`config.mk`:
```
export PLATFORM = sky130hd
export DESIGN_NAME = patterned_line_rasterizer_top_flat
export DESIGN_NICKNAME = d
export VERILOG_FILES = /design/src/design/prl_pkg.sv /design/src/design/prl_ifs.sv /design/src/design/prl_line_step.sv /design/src/design/prl_pixel_shade.sv /design/src/design/patterned_line_rasterizer_top.sv /design/src/flat_wrapper.sv
export SDC_FILE = /design/constraint.sdc
export NUM_CORES = 1
export LEC_CHECK = 0
export BUFFER_PORTS_ARGS = -buffer_cell sky130_fd_sc_hd__buf_2
export CAP_MARGIN = 20
export CORE_MARGIN = 1.5
export CORE_UTILIZATION = 26
export CTS_BUF_LIST = sky130_fd_sc_hd__clkbuf_2 sky130_fd_sc_hd__clkbuf_4 sky130_fd_sc_hd__clkbuf_8
export DETAILED_ROUTE_END_ITERATION = 8
export PLACE_DENSITY_LB_ADDON = 0.05
export SLEW_MARGIN = 5
export SYNTH_ARGS = -nofsm -noshare
export SYNTH_HDL_FRONTEND = slang
export SYNTH_SLANG_ARGS = --single-unit
```
`constraint.sdc`:
```
create_clock -name i_clk -period 10.2 [get_ports i_clk]
set_clock_uncertainty 0.2 [all_clocks]
set_input_delay 2.04 -clock i_clk [delete_from_list [all_inputs] [get_ports i_clk]]
set_output_delay 2.04 -clock i_clk [all_outputs]
set_load 0.03 [all_outputs]
```
`src/design/prl_pkg.sv`:
```
// Package for the patterned line rasterizer: codes, field widths and shared structs.
// No dependencies; imported by every other design file.
package prl_pkg;

    localparam int COORD_W    = 12;
    localparam int DELTA_W    = 13;
    localparam int ERR_W      = 15;
    localparam int PATTERN_W  = 16;
    localparam int CFG_IDX_W  = 4;
    localparam int CFG_DATA_W = 2;

    typedef enum logic {
        CMD_START = 1'b0,
        CMD_STEP  = 1'b1
    } t_cmd;

    typedef enum logic [1:0] {
        WM_REPLACE     = 2'd0,
        WM_TRANSPARENT = 2'd1,
        WM_XOR         = 2'd2,
        WM_REV_TRANSP  = 2'd3
    } t_wmode;

    typedef enum logic [1:0] {
        ACT_KEEP   = 2'd0,
        ACT_BLACK  = 2'd1,
        ACT_WHITE  = 2'd2,
        ACT_TOGGLE = 2'd3
    } t_action;

    localparam logic [CFG_IDX_W-1:0] CFG_WRITE_MODE = CFG_IDX_W'(0);
    localparam logic [CFG_IDX_W-1:0] CFG_PEN_COLOR  = CFG_IDX_W'(1);

    typedef logic signed [COORD_W-1:0] t_coord;

    typedef struct packed {
        t_cmd                  cmd;
        t_coord                start_x;
        t_coord                start_y;
        t_coord                end_x;
        t_coord                end_y;
        logic [PATTERN_W-1:0]  dash_pattern;
        logic                  dash_enable;
    } t_item;

    typedef struct packed {
        t_coord                    cur_x;
        t_coord                    cur_y;
        t_coord                    target_x;
        t_coord                    target_y;
        logic signed [ERR_W-1:0]   err_acc;
        logic [DELTA_W-1:0]        twice_dx;
        logic [DELTA_W-1:0]        twice_dy;
        logic signed [1:0]         dir_x;
        logic signed [1:0]         dir_y;
        logic                      x_major;
        logic                      line_active;
        logic [PATTERN_W-1:0]      held_pattern;
        logic                      held_dash_enable;
    } t_line_state;

    // Pixel produced by one step, before the write mode is applied
    typedef struct packed {
        t_coord x;
        t_coord y;
        logic   last;
        logic   drawn;   // 0: forced keep (step with no line)
    } t_pixel_pos;

endpackage

```
`src/design/prl_ifs.sv`:
```
// Valid/ready channel interfaces: input items, result pixels and register writes.
// Depends on prl_pkg.
interface prl_item_if;
    import prl_pkg::*;
    logic                  valid;
    logic                  ready;
    logic                  cmd;
    t_coord                start_x;
    t_coord                start_y;
    t_coord                end_x;
    t_coord                end_y;
    logic [PATTERN_W-1:0]  dash_pattern;
    logic                  dash_enable;

    modport source (output valid, cmd, start_x, start_y, end_x, end_y, dash_pattern,
                    dash_enable, input ready);
    modport sink   (input valid, cmd, start_x, start_y, end_x, end_y, dash_pattern,
                    dash_enable, output ready);
endinterface

interface prl_pixel_if;
    import prl_pkg::*;
    logic        valid;
    logic        ready;
    t_coord      pix_x;
    t_coord      pix_y;
    logic [1:0]  action;
    logic        last;

    modport source (output valid, pix_x, pix_y, action, last, input ready);
    modport sink   (input valid, pix_x, pix_y, action, last, output ready);
endinterface

interface prl_cfg_if;
    import prl_pkg::*;
    logic                   valid;
    logic                   ready;
    logic [CFG_IDX_W-1:0]   index;
    logic [CFG_DATA_W-1:0]  data;

    modport source (output valid, index, data, input ready);
    modport sink   (input valid, index, data, output ready);
endinterface

```
`src/design/prl_line_step.sv`:
```
// One Bresenham step: line set-up on start, error update on step.
// Depends on prl_pkg.
module prl_line_step (
    input  prl_pkg::t_item       i_item,
    input  prl_pkg::t_line_state i_state,
    output prl_pkg::t_line_state o_state,
    output prl_pkg::t_pixel_pos  o_pos
);
    import prl_pkg::*;

    // set-up
    logic                      swap;
    t_coord                    sx0, sy0, sx1, sy1;
    logic signed [DELTA_W-1:0] dx, dy;
    logic [COORD_W-1:0]        adx, ady;
    logic [DELTA_W-1:0]        tdx, tdy;
    logic                      xm;
    logic signed [ERR_W-1:0]   err_init;

    // step
    logic                      take_minor;
    logic signed [ERR_W-1:0]   err_mid;
    t_coord                    nx, ny;

    always_comb begin
        swap = (i_item.start_x > i_item.end_x) || (i_item.start_y > i_item.end_y);
        sx0  = swap ? i_item.end_x   : i_item.start_x;
        sy0  = swap ? i_item.end_y   : i_item.start_y;
        sx1  = swap ? i_item.start_x : i_item.end_x;
        sy1  = swap ? i_item.start_y : i_item.end_y;
        dx   = {sx1[COORD_W-1], sx1} - {sx0[COORD_W-1], sx0};
        dy   = {sy1[COORD_W-1], sy1} - {sy0[COORD_W-1], sy0};
        adx  = dx[DELTA_W-1] ? COORD_W'(-dx) : dx[COORD_W-1:0];
        ady  = dy[DELTA_W-1] ? COORD_W'(-dy) : dy[COORD_W-1:0];
        tdx  = {adx, 1'b0};
        tdy  = {ady, 1'b0};
        xm   = (tdx >= tdy);
        err_init = xm ? $signed({2'b00, tdy}) - $signed({3'b000, adx})
                      : $signed({2'b00, tdx}) - $signed({3'b000, ady});

        // on an error tie the minor axis steps only when the major axis heads positive
        if (i_state.x_major) begin
            take_minor = (i_state.err_acc > 0) ||
                         ((i_state.err_acc == 0) && (i_state.dir_x == 2'sd1));
        end else begin
            take_minor = (i_state.err_acc > 0) ||
                         ((i_state.err_acc == 0) && (i_state.dir_y == 2'sd1));
        end
        err_mid = i_state.err_acc;
        nx      = i_state.cur_x;
        ny      = i_state.cur_y;
        if (i_state.x_major) begin
            if (take_minor) begin
                err_mid = err_mid - $signed({2'b00, i_state.twice_dx});
                ny      = ny + {{(COORD_W-2){i_state.dir_y[1]}}, i_state.dir_y};
            end
            err_mid = err_mid + $signed({2'b00, i_state.twice_dy});
            nx      = nx + {{(COORD_W-2){i_state.dir_x[1]}}, i_state.dir_x};
        end else begin
            if (take_minor) begin
                err_mid = err_mid - $signed({2'b00, i_state.twice_dy});
                nx      = nx + {{(COORD_W-2){i_state.dir_x[1]}}, i_state.dir_x};
            end
            err_mid = err_mid + $signed({2'b00, i_state.twice_dx});
            ny      = ny + {{(COORD_W-2){i_state.dir_y[1]}}, i_state.dir_y};
        end

        o_state = i_state;
        o_pos   = '{x: i_state.cur_x, y: i_state.cur_y, last: 1'b1, drawn: 1'b0};
        if (i_item.cmd == CMD_START) begin
            o_state.cur_x            = sx0;
            o_state.cur_y            = sy0;
            o_state.target_x         = sx1;
            o_state.target_y         = sy1;
            o_state.twice_dx         = tdx;
            o_state.twice_dy         = tdy;
            o_state.dir_x            = (dx > 0) ? 2'sd1 : ((dx < 0) ? -2'sd1 : 2'sd0);
            o_state.dir_y            = (dy > 0) ? 2'sd1 : ((dy < 0) ? -2'sd1 : 2'sd0);
            o_state.x_major          = xm;
            o_state.err_acc          = err_init;
            o_state.held_pattern     = i_item.dash_pattern;
            o_state.held_dash_enable = i_item.dash_enable;
            o_pos.last  = xm ? (sx0 == sx1) : (sy0 == sy1);
            o_pos.drawn = 1'b1;
            o_state.line_active = !o_pos.last;
        end else if (i_state.line_active) begin
            o_state.cur_x   = nx;
            o_state.cur_y   = ny;
            o_state.err_acc = err_mid;
            o_pos.last  = i_state.x_major ? (nx == i_state.target_x)
                                          : (ny == i_state.target_y);
            o_pos.drawn = 1'b1;
            o_state.line_active = !o_pos.last;
        end
        o_pos.x = o_state.cur_x;
        o_pos.y = o_state.cur_y;
    end

endmodule

```
`src/design/prl_pixel_shade.sv`:
```
// Pixel colour from pen, dash pattern and write mode, with screen clipping.
// Depends on prl_pkg.
module prl_pixel_shade #(
    parameter int SCREEN_WIDTH  = 640,
    parameter int SCREEN_HEIGHT = 400
) (
    input  prl_pkg::t_pixel_pos              i_pos,
    input  logic [prl_pkg::PATTERN_W-1:0]    i_pattern,
    input  logic                             i_dash_enable,
    input  prl_pkg::t_wmode                  i_write_mode,
    input  logic                             i_pen_color,
    output prl_pkg::t_action                 o_action
);
    import prl_pkg::*;

    // one bit wider than a coordinate so a full 2048 wide screen still fits
    localparam logic [COORD_W:0] X_LIM = (COORD_W+1)'(SCREEN_WIDTH);
    localparam logic [COORD_W:0] Y_LIM = (COORD_W+1)'(SCREEN_HEIGHT);

    logic on_screen;
    logic ink;   // 1 black

    always_comb begin
        on_screen = !i_pos.x[COORD_W-1] && !i_pos.y[COORD_W-1] &&
                    ({1'b0, i_pos.x} < X_LIM) && ({1'b0, i_pos.y} < Y_LIM);
        ink = i_pen_color ^ (i_dash_enable && !i_pattern[i_pos.x[3:0]]);
        case (i_write_mode)
            WM_REPLACE:     o_action = ink ? ACT_BLACK  : ACT_WHITE;
            WM_TRANSPARENT: o_action = ink ? ACT_BLACK  : ACT_KEEP;
            WM_XOR:         o_action = ink ? ACT_TOGGLE : ACT_KEEP;
            WM_REV_TRANSP:  o_action = ink ? ACT_KEEP   : ACT_BLACK;
            default:        o_action = ACT_KEEP;
        endcase
        if (!on_screen || !i_pos.drawn) begin
            o_action = ACT_KEEP;
        end
    end

endmodule

```
`src/design/patterned_line_rasterizer_top.sv`:
```
// Patterned line rasterizer top level: Bresenham line generator, one pixel per
// transfer, with an input register, the line state and an output register.
// Takes in one item transfer every clock while the pixel output is not stalled,
// and gives one pixel transfer for each, through the input register and then the
// output register. The sustained rate is one item per cycle, set by the line
// state update: the error accumulator add-and-compare plus the one-step coordinate
// advance all complete between the input register and the output register. Stalls
// at the pixel output hold the pipeline; the input register frees as soon as its
// item moves on. Register writes (write mode, pen colour) are always taken.
// Depends on prl_pkg, prl_ifs, prl_line_step and prl_pixel_shade.
module patterned_line_rasterizer_top #(
    parameter int SCREEN_WIDTH  = 640,
    parameter int SCREEN_HEIGHT = 400
) (
    input  logic         i_clk,
    input  logic         i_rst_n,
    prl_item_if.sink     i_item,
    prl_cfg_if.sink      i_cfg,
    prl_pixel_if.source  o_pixel
);
    import prl_pkg::*;

    // input stage
    logic        r_in_vld;
    t_item       r_in;
    // line state, updated as an item leaves the input stage
    t_line_state r_state;
    t_line_state n_state;
    t_pixel_pos  n_pos;
    t_action     n_action;
    // output stage
    logic        r_out_vld;
    t_coord      r_pix_x;
    t_coord      r_pix_y;
    t_action     r_action;
    logic        r_last;
    // registers
    t_wmode      r_write_mode;
    logic        r_pen_color;

    logic        advance;
    logic        in_fire;

    assign advance = r_in_vld && (!r_out_vld || o_pixel.ready);
    assign i_item.ready = !r_in_vld || advance;
    assign in_fire = i_item.valid && i_item.ready;
    assign i_cfg.ready = 1'b1;

    // step logic sees the registered item and the current line state
    prl_line_step u_step (
        .i_item  (r_in),
        .i_state (r_state),
        .o_state (n_state),
        .o_pos   (n_pos)
    );

    // a start uses its own pattern, hence the next state's copy
    prl_pixel_shade #(
        .SCREEN_WIDTH  (SCREEN_WIDTH),
        .SCREEN_HEIGHT (SCREEN_HEIGHT)
    ) u_shade (
        .i_pos         (n_pos),
        .i_pattern     (n_state.held_pattern),
        .i_dash_enable (n_state.held_dash_enable),
        .i_write_mode  (r_write_mode),
        .i_pen_color   (r_pen_color),
        .o_action      (n_action)
    );

    always_ff @(posedge i_clk) begin
        if (!i_rst_n) begin
            r_in_vld  <= 1'b0;
            r_out_vld <= 1'b0;
            r_state   <= '0;
        end else begin
            if (in_fire) begin
                r_in_vld <= 1'b1;
            end else if (advance) begin
                r_in_vld <= 1'b0;
            end
            if (advance) begin
                r_out_vld <= 1'b1;
                r_state   <= n_state;
            end else if (o_pixel.ready) begin
                r_out_vld <= 1'b0;
            end
        end
    end

    // payload registers
    always_ff @(posedge i_clk) begin
        if (in_fire) begin
            r_in.cmd          <= t_cmd'(i_item.cmd);
            r_in.start_x      <= i_item.start_x;
            r_in.start_y      <= i_item.start_y;
            r_in.end_x        <= i_item.end_x;
            r_in.end_y        <= i_item.end_y;
            r_in.dash_pattern <= i_item.dash_pattern;
            r_in.dash_enable  <= i_item.dash_enable;
        end
        if (advance) begin
            r_pix_x  <= n_pos.x;
            r_pix_y  <= n_pos.y;
            r_action <= n_action;
            r_last   <= n_pos.last;
        end
    end

    // configuration registers; unknown indices are ignored
    always_ff @(posedge i_clk) begin
        if (!i_rst_n) begin
            r_write_mode <= WM_REPLACE;
            r_pen_color  <= 1'b1;
        end else if (i_cfg.valid) begin
            if (i_cfg.index == CFG_WRITE_MODE) begin
                r_write_mode <= t_wmode'(i_cfg.data[1:0]);
            end
            if (i_cfg.index == CFG_PEN_COLOR) begin
                r_pen_color <= i_cfg.data[0];
            end
        end
    end

    assign o_pixel.valid  = r_out_vld;
    assign o_pixel.pix_x  = r_pix_x;
    assign o_pixel.pix_y  = r_pix_y;
    assign o_pixel.action = r_action;
    assign o_pixel.last   = r_last;

    // the pending pixel is always the newest one, so last mirrors the line state
    a_last_vs_active: assert property (@(posedge i_clk) disable iff (!i_rst_n)
        r_out_vld |-> (r_last != r_state.line_active))
        else $error("last flag disagrees with line state");

    // pixels with a negative coordinate never touch the frame buffer
    a_clip_keep: assert property (@(posedge i_clk) disable iff (!i_rst_n)
        (r_out_vld && (r_pix_x[COORD_W-1] || r_pix_y[COORD_W-1])) |-> (r_action == ACT_KEEP))
        else $error("negative coordinate pixel not kept");

    // a held item is neither lost nor altered while the output stalls
    a_in_hold: assert property (@(posedge i_clk) disable iff (!i_rst_n)
        (r_in_vld && !advance) |=> (r_in_vld && $stable(r_in)))
        else $error("input stage lost or changed a stalled item");

endmodule

```
`src/flat_wrapper.sv`:
```
// flat-port wrapper written by rule: the top's interface ports become plain ports
module patterned_line_rasterizer_top_flat import prl_pkg::*;
#(
    parameter int SCREEN_WIDTH  = 640,
    parameter int SCREEN_HEIGHT = 400
)
  (i_clk, i_rst_n, i_item_valid, i_item_cmd, i_item_start_x, i_item_start_y, i_item_end_x, i_item_end_y, i_item_dash_pattern, i_item_dash_enable, i_item_ready, i_cfg_valid, i_cfg_index, i_cfg_data, i_cfg_ready, o_pixel_valid, o_pixel_pix_x, o_pixel_pix_y, o_pixel_action, o_pixel_last, o_pixel_ready);
  prl_item_if i_item_i ();
  prl_cfg_if i_cfg_i ();
  prl_pixel_if o_pixel_i ();
  input  logic i_clk;
  input  logic i_rst_n;
  input wire logic [$bits(i_item_i.valid)-1:0] i_item_valid;
  input wire logic [$bits(i_item_i.cmd)-1:0] i_item_cmd;
  input wire logic [$bits(i_item_i.start_x)-1:0] i_item_start_x;
  input wire logic [$bits(i_item_i.start_y)-1:0] i_item_start_y;
  input wire logic [$bits(i_item_i.end_x)-1:0] i_item_end_x;
  input wire logic [$bits(i_item_i.end_y)-1:0] i_item_end_y;
  input wire logic [$bits(i_item_i.dash_pattern)-1:0] i_item_dash_pattern;
  input wire logic [$bits(i_item_i.dash_enable)-1:0] i_item_dash_enable;
  output wire logic [$bits(i_item_i.ready)-1:0] i_item_ready;
  input wire logic [$bits(i_cfg_i.valid)-1:0] i_cfg_valid;
  input wire logic [$bits(i_cfg_i.index)-1:0] i_cfg_index;
  input wire logic [$bits(i_cfg_i.data)-1:0] i_cfg_data;
  output wire logic [$bits(i_cfg_i.ready)-1:0] i_cfg_ready;
  output wire logic [$bits(o_pixel_i.valid)-1:0] o_pixel_valid;
  output wire logic [$bits(o_pixel_i.pix_x)-1:0] o_pixel_pix_x;
  output wire logic [$bits(o_pixel_i.pix_y)-1:0] o_pixel_pix_y;
  output wire logic [$bits(o_pixel_i.action)-1:0] o_pixel_action;
  output wire logic [$bits(o_pixel_i.last)-1:0] o_pixel_last;
  input wire logic [$bits(o_pixel_i.ready)-1:0] o_pixel_ready;
  assign i_item_i.valid = i_item_valid;
  assign i_item_i.cmd = i_item_cmd;
  assign i_item_i.start_x = i_item_start_x;
  assign i_item_i.start_y = i_item_start_y;
  assign i_item_i.end_x = i_item_end_x;
  assign i_item_i.end_y = i_item_end_y;
  assign i_item_i.dash_pattern = i_item_dash_pattern;
  assign i_item_i.dash_enable = i_item_dash_enable;
  assign i_item_ready = i_item_i.ready;
  assign i_cfg_i.valid = i_cfg_valid;
  assign i_cfg_i.index = i_cfg_index;
  assign i_cfg_i.data = i_cfg_data;
  assign i_cfg_ready = i_cfg_i.ready;
  assign o_pixel_valid = o_pixel_i.valid;
  assign o_pixel_pix_x = o_pixel_i.pix_x;
  assign o_pixel_pix_y = o_pixel_i.pix_y;
  assign o_pixel_action = o_pixel_i.action;
  assign o_pixel_last = o_pixel_i.last;
  assign o_pixel_i.ready = o_pixel_ready;
  patterned_line_rasterizer_top #(.SCREEN_WIDTH(SCREEN_WIDTH), .SCREEN_HEIGHT(SCREEN_HEIGHT)) u_core (.i_clk(i_clk), .i_rst_n(i_rst_n), .i_item(i_item_i), .i_cfg(i_cfg_i), .o_pixel(o_pixel_i));
endmodule
```
==> results.toml <==
[cells_and_area]
nNetsFinal = 2117
fin_area_sq_um = 18300
drive_gt1_share_pct = 14.39
seq_area_sq_um = 5095
n_fill_cell = 6544
area_growth_syn_to_layout_pct = 13.73
multi_input_area_sq_um = 10070

[yosys]
synth_ff_type = "dfxtp_1"
synth_common_cells = "nand2_1 (223), a21oi_1 (141), inv_1 (136)"
syn_inst = 1828
yosysSeqAreaShare_pct = 31.67
async_flop_share_pct = 0
yosysMostFrequentCell = "nand2_1"
yosys.area.top_type = "edfxtp_1"
synth.distinct_cells = 110
synth_top_area_share_pct = 17.36
synth_edf_count = 93
yosysWarnings = 0
syn-cell-area_sq_um = 16090
avgSynthCellArea_sq_um = 8.802
synth_seq_cells = 208
synth_area_leaders = "edfxtp_1 (17%), dfxtp_1 (14%), ha_1 (9.8%), xnor2_1 (5.6%), nand2_1 (5.2%)"
syn_nets = 2039

[worst_setup_path]
worstSetupPathType = "flip-flop to flip-flop"
required_ns = 10.35
crit_arrival_ns = 8.38
endpoint_kind = "flip-flop"
start_kind = "flip-flop"
slowest_delay_ns = 0.76
cp_common_cell = "a21oi_1"
slowest_stage = "o41ai_4"
path_max_fanout = 21

[clock_tree]
cts_buffers = 43
cts_num_sinks = 208
post_cts_buffers = 0
root_buffer = "clkbuf_8"
cts-htree-levels = 2
cts_tree = "done"
path_clk_slew_ns = 0.06
insertion_delay_ns = 0.63
clk_path_buf_depth = 3
cts_resized = 0
hold_buffers = 0

[timing]
fin_setup_tns_ns = 0
rsz0062_at_grt = "no"
final-setup-viol-count = 0
fin_crit_sh_pct = 80.66
hold_viol_final = 0
finalCriticalPeriod_ns = 8.228
slew_viol_final = 0
fmax_mhz = 121.5
setup_ws_ns = 1.972
worstMarginPinSlew_ns = 1.038
relSlewSlack_pct = 30.77

[floorplanning]
initial_core_util_pct = 26.17
rows = 91
core_area_sq_um = 61480
die_w_um = 251.8
fp.dieH_um = 251.8
io_pins = 107
die-area_sq_um = 63380

[hold_path]
worstHoldPathType = "flip-flop to flip-flop"

[placed_design]
numPortBuffers = 105
place_area_sq_um = 17340
dp_hpwl_mm = 41.14
gp_congestion = 0.8620
dp_worst_setup_slack_ns = 1.946

[routing]
vias = 13360
wl_met3_mm = 1.718
via_per_inst = 4.895
wl_met1_mm = 24.20
first_pass_iters = 5
wl_mm = 54.51
met2_wirelength_mm = 26.43
wire_per_inst_um = 19.97
drt_iter0_drc = 586
postRouteAntennaNets = 0
top_layer = "met4"
drc_errors = 0

[grt]
grt_pass1_wl_mm = 82.16
grt_antenna_before_repair = 3
grt_usage_pct = 17.16
grt_max_degree = 120
overflow = 0
grt_pass1_vias = 13430

[status]
status = "completed"

[power]
p_leak_nw = 7.939
power_density_nw_per_um2 = 224.3
peakVddDrop_mv = 0.1073

[job]
cap_violations = 0
-- worst max-delay path: cells and delay by family, from the launching register on --
kind,cells,cell delay [ns]
simple gates,15,2.95
mux,1,0.37
flops,1,0.41
compound gates,13,2.61
fa+ha+maj,4,1.30
buf+inv,1,0.10
-- sequential cells by signal (all words and copies together), names as in the netlist --
register and flops:
u_core.r_state 110, u_core.o_pixel.pix_y 12, u_core.r_in_vld 1, u_core.o_pixel.valid 1
u_core.r_pen_color 1, u_core.r_write_mode 2, u_core.r_in 66, u_core.o_pixel.action 2
u_core.o_pixel.last 1, u_core.o_pixel.pix_x 12
-- cell type report --
class | instances | area share [%]
antenna | 1 | 0.01368
clock buffer | 67 | 4.458
clock inverter | 11 | 0.7932
inverter | 138 | 2.831
multi-input combinational | 1393 | 55.01
sequential | 208 | 27.84
tap | 790 | 5.402
timing repair buffer | 122 | 3.651
-- where the power goes --
| group | switching [W] | total [W] | leakage (nW) | internal [W] |
|---|---|---|---|---|
| clock network | 0.000415 | 0.00100 | 0.507 | 0.000586 |
| registers | 0.0000577 | 0.000989 | 1.84 | 0.000932 |
| logic | 0.00125 | 0.00211 | 5.59 | 0.000862 |
| total | 0.00173 | 0.00411 | 7.94 | 0.00238 |
-- stage by stage --
stage          hold slack, ns  cells  util, %  total power [W]
3_5_place_dp           0.2529   2651    28.19         0.003147
5_1_grt                0.2855   2730    29.76         0.004460
4_1_cts                0.2611   2729    29.76         0.004190
3_3_place_gp           0.2480   2651    28.19         0.003137
2_1_floorplan          0.2310   1828        -         0.002633
6_report               0.2583   2730    29.76         0.004105
-- routing by layer --
metal / track usage, % / vias up
met5: 0 / -
met4: 7.332 / 0
met3: 2.476 / 84
met2: 29.79 / 198
met1: 21.11 / 6343
li1: - / 6739
-- cell families after synthesis --
group | Yosys count | share of synthesized area, %
multiplexers | 48 | 3.709
buffers and inverters | 227 | 5.879
flip-flops | 208 | 31.67
XOR/XNOR | 144 | 8.352
AO/OA/AOI/OAI | 558 | 24.30
adder cells (fa/ha/maj) | 138 | 11.07
AND/OR/NAND/NOR | 504 | 15.00
other | 1 | 0.02331
-- placed cells by master (no fill, tap or decap), drive strengths merged, types with 31 or more instances in the layout --
master | Yosys | layout
mux2i | 33 | 33
inv | 138 | 139
o211a | 47 | 47
o21bai | 37 | 37
nor2b | 38 | 38
o21ai | 114 | 114
dfxtp | 115 | 115
ha | 126 | 126
xor2 | 37 | 37
buf | 31 | 122
nor2 | 91 | 91
a21oi | 143 | 143
nand2 | 227 | 227
edfxtp | 93 | 93
clkbuf | 58 | 67
a21boi | 31 | 31
xnor2 | 107 | 107
-- final timing paths --
| check | startpoint | to | slack, ns | cells after the start |
|---|---|---|---|---|
| max | u_core.r_in[24] | u_core.o_pixel.last | 1.97 | 34 |
| min | u_core.r_state[49] | u_core.r_state[49] | 0.26 | 2 |
| max reg2reg | u_core.r_in[24] | u_core.o_pixel.last | 1.97 | 34 |
| min reg2reg | u_core.r_state[49] | u_core.r_state[49] | 0.26 | 2 |
(Power assumes the default switching activity.)
